--- src/rtl/pcpd_pkg.sv ---
`timescale 1ns / 1ps
// ----------------------------------------------------------------------------
// Preamble correlator package
// Widths, field offsets, register codes, stage controls and tap geometry.
// ----------------------------------------------------------------------------
package pcpd_pkg;

	localparam int SAMPLE_W    = 16;
	localparam int ACC_W       = 22;
	localparam int ABS_W       = 21;
	localparam int SUM_W       = 22;
	localparam int PROD_W      = 26;
	localparam int MAG_W       = 21;
	localparam int THR_W       = 21;
	localparam int PAT_W       = 32;
	localparam int CFG_W       = 32;
	localparam int CFG_IDX_W   = 1;
	localparam int IN_TDATA_W  = 32;
	localparam int OUT_TDATA_W = 56;
	localparam int OUT_I_LSB   = 0;
	localparam int OUT_Q_LSB   = 16;
	localparam int OUT_MAG_LSB = 32;
	localparam int OUT_PEAK    = 53;
	localparam int GROUP       = 4;

	localparam logic [CFG_IDX_W-1:0] REG_THRESHOLD = 1'b0;
	localparam logic [CFG_IDX_W-1:0] REG_PATTERN   = 1'b1;

	typedef struct packed {
		logic signed [SAMPLE_W-1:0] q;
		logic signed [SAMPLE_W-1:0] i;
	} pcpd_iq_t;

	typedef struct packed {
		logic s1;
		logic s2;
		logic s3;
		logic s4;
		logic s5;
		logic s6;
	} pcpd_ld_t;

	function automatic int num_taps(int n, int s);
		return (s > 1) ? n : n - 1;
	endfunction

	function automatic int num_terms(int n, int s);
		return num_taps(n, s) + 1;
	endfunction

	function automatic int tap_pos(int n, int s, int k);
		return (k < num_taps(n, s)) ? n * s - 1 - k * s : 0;
	endfunction

	function automatic int tap_bit(int n, int s, int k);
		return (k < num_taps(n, s)) ? n - 1 - k : 0;
	endfunction

	function automatic logic signed [ACC_W-1:0] sx(logic [SAMPLE_W-1:0] v);
		return {{(ACC_W - SAMPLE_W){v[SAMPLE_W-1]}}, v};
	endfunction

endpackage

--- src/rtl/pcpd_mag.sv ---
`timescale 1ns / 1ps
// ----------------------------------------------------------------------------
// Magnitude estimator
// Larger plus half the smaller absolute sum, scaled by fifteen sixteenths.
// ----------------------------------------------------------------------------
module pcpd_mag (
	input  logic                                clk,
	input  pcpd_pkg::pcpd_ld_t                  ld,
	input  logic signed [pcpd_pkg::ACC_W-1:0]   acc_i_s3,
	input  logic signed [pcpd_pkg::ACC_W-1:0]   acc_q_s3,
	output logic [pcpd_pkg::MAG_W-1:0]          mag_s5
);

	localparam int AW = pcpd_pkg::ACC_W;
	localparam int BW = pcpd_pkg::ABS_W;
	localparam int SW = pcpd_pkg::SUM_W;
	localparam int PW = pcpd_pkg::PROD_W;
	localparam int MW = pcpd_pkg::MAG_W;

	logic signed [AW-1:0] neg_i;
	logic signed [AW-1:0] neg_q;
	logic [BW-1:0]        abs_i;
	logic [BW-1:0]        abs_q;
	logic [BW-1:0]        big_s4;
	logic [BW-1:0]        small_s4;
	logic [SW-1:0]        sum;
	logic [PW-1:0]        prod;

	assign neg_i = -acc_i_s3;
	assign neg_q = -acc_q_s3;
	assign abs_i = acc_i_s3[AW-1] ? neg_i[BW-1:0] : acc_i_s3[BW-1:0];
	assign abs_q = acc_q_s3[AW-1] ? neg_q[BW-1:0] : acc_q_s3[BW-1:0];

	always_ff @(posedge clk) begin
		if (ld.s4) begin
			big_s4   <= (abs_i >= abs_q) ? abs_i : abs_q;
			small_s4 <= (abs_i >= abs_q) ? abs_q : abs_i;
		end
	end

	assign sum  = SW'(big_s4) + SW'(small_s4 >> 1);
	assign prod = {sum, 4'b0000} - PW'(sum);

	always_ff @(posedge clk) begin
		if (ld.s5) begin
			mag_s5 <= prod[MW+3:4];
		end
	end

endmodule

--- config.mk ---
export PLATFORM = sky130hd
export DESIGN_NAME = pcpd_mag
export DESIGN_NICKNAME = d
export VERILOG_FILES = /design/src/rtl/pcpd_pkg.sv /design/src/rtl/pcpd_mag.sv
export SDC_FILE = /design/constraint.sdc
export NUM_CORES = 1
export LEC_CHECK = 0
export BUFFER_PORTS_ARGS = -buffer_cell sky130_fd_sc_hd__buf_2
export CORE_MARGIN = 2
export CORE_UTILIZATION = 64
export DETAILED_ROUTE_END_ITERATION = 8
export PLACE_DENSITY = 0.94
export SETUP_SLACK_MARGIN = 0.02
export SYNTH_ARGS = -nofsm -noshare
export SYNTH_HDL_FRONTEND = slang
export SYNTH_SLANG_ARGS = --single-unit
export TNS_END_PERCENT = 10
--- constraint.sdc ---
create_clock -name clk -period 8.5 [get_ports clk]
set_clock_uncertainty 0.2 [all_clocks]
set_input_delay 2.125 -clock clk [delete_from_list [all_inputs] [get_ports clk]]
set_output_delay 2.125 -clock clk [all_outputs]
set_load 0.005 [all_outputs]
==> impl_metrics.json <==
{
  "final_cells": 789,
  "synth-adder-area-share": 0.135,
  "vias_per_cell": 6.07,
  "wl_per_cell_um": 15.4,
  "cts_tree": "yes",
  "use_met2": 0.455,
  "ys_top_cells_by_area": "edfxtp_1, ha_1, mux2i_1",
  "syn_to_final_growth_pct": 10.9,
  "worstHoldStart": "big_s4[20]$_DFFE_PP_",
  "rsz0062_at_grt": "false",
  "path_clk_slew_ns": 0.07,
  "grt_max_degree": 42,
  "synth_ff_type": "edfxtp_1",
  "max_slew_margin": 0.417,
  "status": "finished clean",
  "antenna_found_initial": 0,
  "hold_end": "mag_s5[20]$_DFFE_PP_",
  "num_rows": 34,
  "drc_errors": 0,
  "multiInputGateArea_um2": 3730,
  "grt_util_met1": 0.320,
  "hold_violations": 0,
  "overflow": 0,
  "pwr_density_cell_nw_per_um2": 356,
  "finalWirelength_mm": 12.1,
  "grt_pass1_vias": 4692,
  "fin_tns_setup_ns": 0,
  "busiest_layer": "met2",
  "synth_top_family_by_area": "compound AO/OA/AOI/OAI gates",
  "async_flop_share": 0,
  "holdPathStages": 2,
  "slew_viol_final": 0,
  "final.period_utilization": 0.788,
  "hold_buffers": 0,
  "clock_latency_ns": 0.35,
  "cts-root-buf": "clkbuf_8",
  "cts_sinks": 62,
  "ios": 72,
  "ys_seq_elements": 62,
  "synth-edff-count": 62,
  "antennaDiodeCount": 0,
  "min-delay-path-class": "reg -> reg",
  "synth_xor_area_frac": 0.105,
  "die_h_um": 99.2,
  "gp_routability_congestion": 0.873,
  "seqCellArea_um2": 1860,
  "cp.arrival_ns": 6.66,
  "avgSynthCellArea_um2": 9.53,
  "netlist_top_cells_count": "edfxtp_1, ha_1, inv_1, mux2i_1, xor2_1",
  "synth.largest_area_cell": "edfxtp_1",
  "syn-cell-area_um2": 5800,
  "synth_seq_area_share": 0.321,
  "cp.required_ns": 8.46,
  "syn_inst": 609,
  "num_vias": 4788,
  "rr_endpoint": "mag_s5[17]$_DFFE_PP_",
  "nFillCells": 618,
  "worst_pin_slew_ns": 0.853,
  "synth_compound_area_frac": 0.191,
  "grt_first_pass_wirelength_mm": 21.0,
  "io_buffers": 67,
  "drive_above_1_share": 0.138,
  "die_x_um": 99.2,
  "fin_nets": 789,
  "cts_buffers": 9,
  "max-vdd-ir-drop_mv": 0.173,
  "antenna_left": 0,
  "r2r_slack_ns": 3.61,
  "cts.path.max_buffers": 2,
  "drt_pass1_iterations": 5,
  "core-area_um2": 8760,
  "crit_type": "in -> reg",
  "drt_iter0_markers": 263,
  "end_kind": "register",
  "max_cap_violations": 0,
  "synth_mux_area_frac": 0.0776,
  "r2r_cells": 17,
  "cts_setup_buffers": 0,
  "placed_cells": 773,
  "track_usage": 0.258,
  "setup_viol": 0,
  "die_area_um2": 9840,
  "worst_setup_path_start_kind": "primary input",
  "fin_crit_ns": 6.70,
  "postCtsResizedCells": 0,
  "synth_top_area_frac": 0.321,
  "start_util": 0.662,
  "p_leak_nw": 2.91,
  "use_met3": 0.0358,
  "syn_nets": 722,
  "yosysMostFrequentCell": "edfxtp_1",
  "path_max_fanout": 26,
  "synthDistinctLibCells": 56,
  "reg2reg_from": "big_s4[5]$_DFFE_PP_",
  "yosys_warnings": 0,
  "dp_hpwl_mm": 9.68,
  "cts.htree.levels": 3,
  "max_freq_mhz": 149,
  "synth_simple_gate_area_frac": 0.132
}
registers in the layout, summed over array words and instances (netlist names):
register	cells
mag_s5	21
big_s4	21
small_s4	20
layout make-up:
type / instances / share of cell area
Clock buffer: 10 / 0.0198
Clock inverter: 6 / 0.00972
Inverter: 47 / 0.0274
Multi-Input combinational cell: 488 / 0.580
Sequential cell: 62 / 0.289
Tap cell: 108 / 0.0210
Timing Repair Buffer: 68 / 0.0533
cells by family after synthesis:
| family | Yosys count |
|---|---|
| AO/OA/AOI/OAI | 161 |
| XOR/XNOR | 69 |
| adder cells (fa/ha/maj) | 62 |
| buffers and inverters | 59 |
| flip-flops | 62 |
| multiplexers | 45 |
| AND/OR/NAND/NOR | 151 |
per-layer routing:
layer,wire length (um),up-vias
li1,-,2397
met1,5270,2175
met2,5960,185
met3,626,31
met4,289,0
met5,0,-
power breakdown:
part	total [mW]	internal [mW]	switching, mW
clock	0.254	0.134	0.119
sequential	0.537	0.515	0.0227
combinational	1.50	0.653	0.845
how the worst max path moves through the flow:
| stage | cells after the start | startpoint | to | slack [ns] |
|---|---|---|---|---|
| 2_1_floorplan | 17 | acc_i_s3[3] | big_s4[0]$_DFFE_PP_ | 2.45 |
| 3_3_place_gp | 16 | acc_i_s3[3] | big_s4[20]$_DFFE_PP_ | 1.69 |
| 5_1_grt | 16 | acc_i_s3[3] | small_s4[10]$_DFFE_PP_ | 1.44 |
| 4_1_cts | 16 | acc_i_s3[3] | small_s4[10]$_DFFE_PP_ | 1.81 |
| 6_report | 16 | acc_i_s3[3] | small_s4[10]$_DFFE_PP_ | 1.80 |
| 3_5_place_dp | 16 | acc_i_s3[3] | big_s4[11]$_DFFE_PP_ | 1.52 |
critical path, cell delays in order:
cell	delay, ns
buf_2	0.12
nor3_1	0.30
nand3_1	0.14
or3_1	0.39
or3_1	0.38
o41ai_1	0.33
xor2_1	0.28
inv_1	0.08
ha_1	0.30
nand4_1	0.12
or2_2	0.33
nor2_1	0.23
o211ai_1	0.19
o21ai_4	0.52
buf_4	0.48
mux2i_1	0.32
placed cells by master, fill, tap and decap left out, drive strengths merged, types with 31 or more instances in the layout:
cell    synthesis  routed
ha             61      61
nor2           35      35
a21oi          31      31
mux2i          45      45
o21ai          35      35
edfxtp         62      62
buf             0      68
xor2           44      44
inv            47      47
nand2          32      32
per-stage QoR:
step                setup WS (ns)  hold WS [ns]  utilization  power [mW]  cell area, um^2
finish                       1.80         0.590        0.734        2.29             6440
global route                 1.44         0.640        0.734        2.49             6440
CTS                          1.81         0.604        0.734        2.28             6440
detailed placement           1.52         0.589        0.713        2.01             6250
global placement             1.69         0.542        0.713        1.94             6250
floorplan                    2.45         0.490            -        1.69             5800
No activity file was read; power rests on OpenSTA's default activity.
