## src/rtl/pcpd_pkg.sv

```systemverilog
`timescale 1ns / 1ps
// ----------------------------------------------------------------------------
// Preamble correlator package
// Widths, field offsets, register codes, stage controls and tap geometry.
// ----------------------------------------------------------------------------
package pcpd_pkg;

	localparam int SAMPLE_W    = 16;
	localparam int ACC_W       = 22;
	localparam int ABS_W       = 21;
	localparam int SUM_W       = 22;
	localparam int PROD_W      = 26;
	localparam int MAG_W       = 21;
	localparam int THR_W       = 21;
	localparam int PAT_W       = 32;
	localparam int CFG_W       = 32;
	localparam int CFG_IDX_W   = 1;
	localparam int IN_TDATA_W  = 32;
	localparam int OUT_TDATA_W = 56;
	localparam int OUT_I_LSB   = 0;
	localparam int OUT_Q_LSB   = 16;
	localparam int OUT_MAG_LSB = 32;
	localparam int OUT_PEAK    = 53;
	localparam int GROUP       = 4;

	localparam logic [CFG_IDX_W-1:0] REG_THRESHOLD = 1'b0;
	localparam logic [CFG_IDX_W-1:0] REG_PATTERN   = 1'b1;

	typedef struct packed {
		logic signed [SAMPLE_W-1:0] q;
		logic signed [SAMPLE_W-1:0] i;
	} pcpd_iq_t;

	typedef struct packed {
		logic s1;
		logic s2;
		logic s3;
		logic s4;
		logic s5;
		logic s6;
	} pcpd_ld_t;

	function automatic int num_taps(int n, int s);
		return (s > 1) ? n : n - 1;
	endfunction

	function automatic int num_terms(int n, int s);
		return num_taps(n, s) + 1;
	endfunction

	function automatic int tap_pos(int n, int s, int k);
		return (k < num_taps(n, s)) ? n * s - 1 - k * s : 0;
	endfunction

	function automatic int tap_bit(int n, int s, int k);
		return (k < num_taps(n, s)) ? n - 1 - k : 0;
	endfunction

	function automatic logic signed [ACC_W-1:0] sx(logic [SAMPLE_W-1:0] v);
		return {{(ACC_W - SAMPLE_W){v[SAMPLE_W-1]}}, v};
	endfunction

endpackage

```

## src/rtl/pcpd_corr.sv

```systemverilog
`timescale 1ns / 1ps
// ----------------------------------------------------------------------------
// Correlation adder tree
// Signs each tap by its pattern bit and sums in three registered levels.
// ----------------------------------------------------------------------------
module pcpd_corr #(
	parameter int N = 32,
	parameter int S = 4,
	localparam int T = pcpd_pkg::num_terms(N, S)
) (
	input  logic                                clk,
	input  pcpd_pkg::pcpd_ld_t                  ld,
	input  logic [pcpd_pkg::PAT_W-1:0]          pattern,
	input  pcpd_pkg::pcpd_iq_t                  tap [T],
	output logic signed [pcpd_pkg::ACC_W-1:0]   acc_i_s3,
	output logic signed [pcpd_pkg::ACC_W-1:0]   acc_q_s3
);

	localparam int AW = pcpd_pkg::ACC_W;
	localparam int GP = pcpd_pkg::GROUP;
	localparam int G1 = (T + GP - 1) / GP;
	localparam int G2 = (G1 + GP - 1) / GP;

	logic signed [AW-1:0] term_i [T];
	logic signed [AW-1:0] term_q [T];
	logic signed [AW-1:0] n1_i [G1];
	logic signed [AW-1:0] n1_q [G1];
	logic signed [AW-1:0] grp_i_s1 [G1];
	logic signed [AW-1:0] grp_q_s1 [G1];
	logic signed [AW-1:0] n2_i [G2];
	logic signed [AW-1:0] n2_q [G2];
	logic signed [AW-1:0] grp_i_s2 [G2];
	logic signed [AW-1:0] grp_q_s2 [G2];
	logic signed [AW-1:0] n3_i;
	logic signed [AW-1:0] n3_q;

	for (genvar k = 0; k < T; k++) begin : g_term
		localparam int B = pcpd_pkg::tap_bit(N, S, k);
		assign term_i[k] = pattern[B] ? pcpd_pkg::sx(tap[k].i) : -pcpd_pkg::sx(tap[k].i);
		assign term_q[k] = pattern[B] ? pcpd_pkg::sx(tap[k].q) : -pcpd_pkg::sx(tap[k].q);
	end

	always_comb begin
		for (int g = 0; g < G1; g++) begin
			n1_i[g] = '0;
			n1_q[g] = '0;
			for (int j = 0; j < GP; j++) begin
				if (g * GP + j < T) begin
					n1_i[g] = n1_i[g] + term_i[g*GP+j];
					n1_q[g] = n1_q[g] + term_q[g*GP+j];
				end
			end
		end
	end

	always_ff @(posedge clk) begin
		if (ld.s1) begin
			grp_i_s1 <= n1_i;
			grp_q_s1 <= n1_q;
		end
	end

	always_comb begin
		for (int g = 0; g < G2; g++) begin
			n2_i[g] = '0;
			n2_q[g] = '0;
			for (int j = 0; j < GP; j++) begin
				if (g * GP + j < G1) begin
					n2_i[g] = n2_i[g] + grp_i_s1[g*GP+j];
					n2_q[g] = n2_q[g] + grp_q_s1[g*GP+j];
				end
			end
		end
	end

	always_ff @(posedge clk) begin
		if (ld.s2) begin
			grp_i_s2 <= n2_i;
			grp_q_s2 <= n2_q;
		end
	end

	always_comb begin
		n3_i = '0;
		n3_q = '0;
		for (int g = 0; g < G2; g++) begin
			n3_i = n3_i + grp_i_s2[g];
			n3_q = n3_q + grp_q_s2[g];
		end
	end

	always_ff @(posedge clk) begin
		if (ld.s3) begin
			acc_i_s3 <= n3_i;
			acc_q_s3 <= n3_q;
		end
	end

endmodule

```

## config.mk

```make
export PLATFORM = sky130hd
export DESIGN_NAME = pcpd_corr
export DESIGN_NICKNAME = d
export VERILOG_FILES = /design/src/rtl/pcpd_pkg.sv /design/src/rtl/pcpd_corr.sv
export SDC_FILE = /design/constraint.sdc
export NUM_CORES = 2
export LEC_CHECK = 0
export ABC_AREA = 1
export BUFFER_PORTS_ARGS = -buffer_cell sky130_fd_sc_hd__buf_2
export CAP_MARGIN = 25
export CORE_MARGIN = 10
export CORE_UTILIZATION = 38
export DETAILED_ROUTE_END_ITERATION = 8
export GPL_TIMING_DRIVEN = 0
export PLACE_DENSITY = 0.54
export SYNTH_ARGS = -nofsm -noshare
export SYNTH_HDL_FRONTEND = slang
export SYNTH_SLANG_ARGS = --single-unit
export TNS_END_PERCENT = 50
```

## constraint.sdc

```tcl
create_clock -name clk -period 4.37 [get_ports clk]
set_input_delay 0.2185 -clock clk [delete_from_list [all_inputs] [get_ports clk]]
set_output_delay 0.2185 -clock clk [all_outputs]
set_load 0.1 [all_outputs]
```

==> flow_summary.json <==
{
  "result_of_the_run": "finished, final reports clean",
  "startpoint_type": "input pin",
  "io_pins": 1139,
  "critical_path.max_fanout": 4,
  "setup_viol": 0,
  "worstPathArrival_ps": 4700,
  "drt_drc_violations_left": 0,
  "cts.sinks": 572,
  "htree_depth": 3,
  "max-clock-path-buffers": 3,
  "floorplan.die_area_sq_um": 251000,
  "syn-cell-area_sq_um": 87900,
  "ctsRootBufferMaster": "clkbuf_16",
  "worst_pin_slew_ps": 1050,
  "io_buffers": 1119,
  "synth.yosys.warnings": 0,
  "layout-drive-gt1-share_pct": 12.4,
  "hpwlAfterDp_microns": 335000,
  "drt_first_pass_iters": 7,
  "p_leak_uw": 0.0500,
  "worst_skew_pair.late_latency_ps": 680,
  "number_of_maximum_capacitance_violations": 0,
  "grt_pass1_wl_microns": 533000,
  "grt_start_max_net_pins": 123,
  "rows": 176,
  "final.fill_count": 23600,
  "antenna_left": 0,
  "num_vias": 80400,
  "final_cell_mix": "2382 x inv_1, 1854 x nand2_1, 1139 x buf_2",
  "power_density_nw_per_um2": 910,
  "yosysSeqAreaShare_pct": 19.5,
  "timing.hold.worst.class": "in -> reg",
  "dieHeight_microns": 501,
  "core-area_sq_um": 230000,
  "final_period_minus_worst_setup_slack_ps": 4370,
  "ys_ff_latch": 572,
  "routed_wirelength_microns": 370000,
  "mean_cell_area_of_the_mapped_netlist_sq_um": 7.81,
  "clkTransAtPathRegs_ps": 60,
  "critical_path.endpoint_type": "flop",
  "synthesis.nets": 13800,
  "max_freq_ghz": 0.229,
  "holdWs_ps": 39.0,
  "initial_drt_markers": 6591,
  "finalHoldViolations": 0,
  "worst_ep_required_time_ps": 4710,
  "grt_overflow": 0,
  "synth_cell_type_count": 68,
  "routed_via_density": 5.14,
  "final_nets": 15000,
  "grt_total_usage_pct": 28.5,
  "postSynthCellCount": 11200,
  "flow.area_growth_from_synthesis_pct": 14.7,
  "worst_slew_margin_rel_pct": 29.8,
  "cts_inserted_buffers": 70,
  "layout_commonest_cell": "inv_1",
  "cts_tree": "built",
  "grt_pass1_vias": 80900,
  "min_period_over_period_pct": 99.9,
  "fp.dieW_microns": 501,
  "initial_core_util_pct": 38.2,
  "finalClockSkew_ps": 55.3,
  "grt_antenna_before_repair": 158,
  "timing.final.max_slew_violations": 0,
  "path_class": "in -> reg",
  "dpl_worst_slack_ps": -1920,
  "gp_congestion": 0.981,
  "grt_setup_unrepaired": "yes",
  "final_core_utilization_pct": 43.8,
  "wl_per_cell_microns": 23.7,
  "layout_setup_ws_ps": 4.94,
  "ir_drop_uv": 807
}
metrics by stage:
step	cell area [sq um]	instances	power [uW]	setup TNS (ps)
floorplan	87900	11200	62500	0
finish	101000	15600	91800	0
global route	101000	15600	101000	-497
detailed placement	97500	15400	85300	-121480
CTS	100000	15600	91800	-80.8
global placement	97300	15400	85300	-1402910
Yosys cell counts (all sizes together):
library cell	number	share of area, %
a211oi	9	0.077
a21boi	8	0.081
a21o	55	0.47
a21oi	647	3.7
a221oi	2	0.020
a22oi	1	0.0085
a31oi	85	0.60
a41oi	12	0.12
and2	7	0.050
and3	3	0.021
buf	36	0.20
clkbuf	75	0.32
clkinv	11	0.047
edfxtp	572	20
fa	884	20
ha	526	7.5
inv	2398	10
nand2	1882	8.1
nand2b	1	0.0071
nand3	437	2.5
nand3b	36	0.32
nand4	106	0.75
nor2	1065	4.7
nor3	179	1.2
nor3b	7	0.060
nor4	69	0.56
o2111ai	4	0.040
o211a	4	0.046
o211ai	39	0.33
o21a	5	0.043
o21ai	547	3.2
o21ba	1	0.011
o21bai	41	0.36
o221ai	7	0.070
o22ai	5	0.036
o311ai	5	0.050
o31ai	79	0.70
o41ai	28	0.29
or2	56	0.41
or3	2	0.014
xnor2	406	4.0
xor2	906	9.0
critical path, stage by stage:
cell and delay (ps):
buf_2 130, inv_1 120, nand3_1 140, nor2_1 380
nand3_1 170, nor3_1 240, a31oi_1 140, xor2_1 200
fa_1 550, inv_1 60, fa_1 490, inv_1 50
ha_1 390, nand2_1 110, nor2_1 200, nand2_1 80
o21ai_0 320, xor2_1 680
routing by layer:
metal	part of all wire (%)	vias up	global-route usage (%)	wire length, microns
li1	-	38100	-	-
met1	43	38700	38.0	160000
met2	46	2885	47.1	171000
met3	7.0	521	5.21	25900
met4	3.4	74	8.20	12700
met5	0.14	-	0	502
final cells by class:
| type | count | area [sq um] | area share, % |
|---|---|---|---|
| inverter | 2409 | 9080 | 9.00 |
| clock buffer | 85 | 1870 | 1.86 |
| timing repair buffer | 1177 | 6280 | 6.23 |
| antenna | 60 | 150 | 0.149 |
| multi-input combinational | 8156 | 61600 | 61.1 |
| sequential | 572 | 17200 | 17.0 |
| clock inverter | 40 | 382 | 0.378 |
| tap | 3026 | 3790 | 3.75 |
| buffer | 105 | 487 | 0.483 |
power breakdown:
| group | switching [uW] | internal, uW | total (uW) |
|---|---|---|---|
| combinational | 45300 | 25000 | 70300 |
| sequential | 2710 | 12900 | 15600 |
| clock | 2470 | 3370 | 5840 |
timing repair:
item | 4_1_cts | 5_1_grt
endpoints found under the setup margin | 66 | 67
resized for setup | 33 | 112
endpoints found under the hold margin | 104 | 1
buffers inserted | 0 | 6
hold buffers | 42 | 1
pin swaps | 0 | 6
final timing paths:
| kind | slack (ps) | depth (start not counted) | startpoint | endpoint |
|---|---|---|---|---|
| setup reg to reg | 610 | 11 | grp_q_s1[67]$_DFFE_PP_ | grp_q_s2[39]$_DFFE_PP_ |
| hold reg to reg | 370 | 0 | grp_i_s1[13]$_DFFE_PP_ | grp_i_s2[13]$_DFFE_PP_ |
| setup / recovery | 5 | 18 | tap[481] | grp_i_s1[103]$_DFFE_PP_ |
| hold / removal | 40 | 2 | tap[272] | grp_q_s1[44]$_DFFE_PP_ |
cells by family (layout without fill, tap and decap cells):
family	after synthesis	after routing	synth area share [%]
flip-flops	572	572	19.5
XOR/XNOR	1312	1312	13.1
other	0	60	0
adder cells (fa/ha/maj)	1410	1410	27.6
AO/OA/AOI/OAI	1584	1584	10.2
buffers and inverters	2520	3816	10.8
AND/OR/NAND/NOR	3850	3850	18.7
sequential cells by signal (all words and copies together), names as in the netlist:
register,flops
acc_i_s3,22
grp_q_s1,198
grp_i_s2,66
acc_q_s3,22
grp_i_s1,198
grp_q_s2,66
No activity file was read; power rests on OpenSTA's default activity.
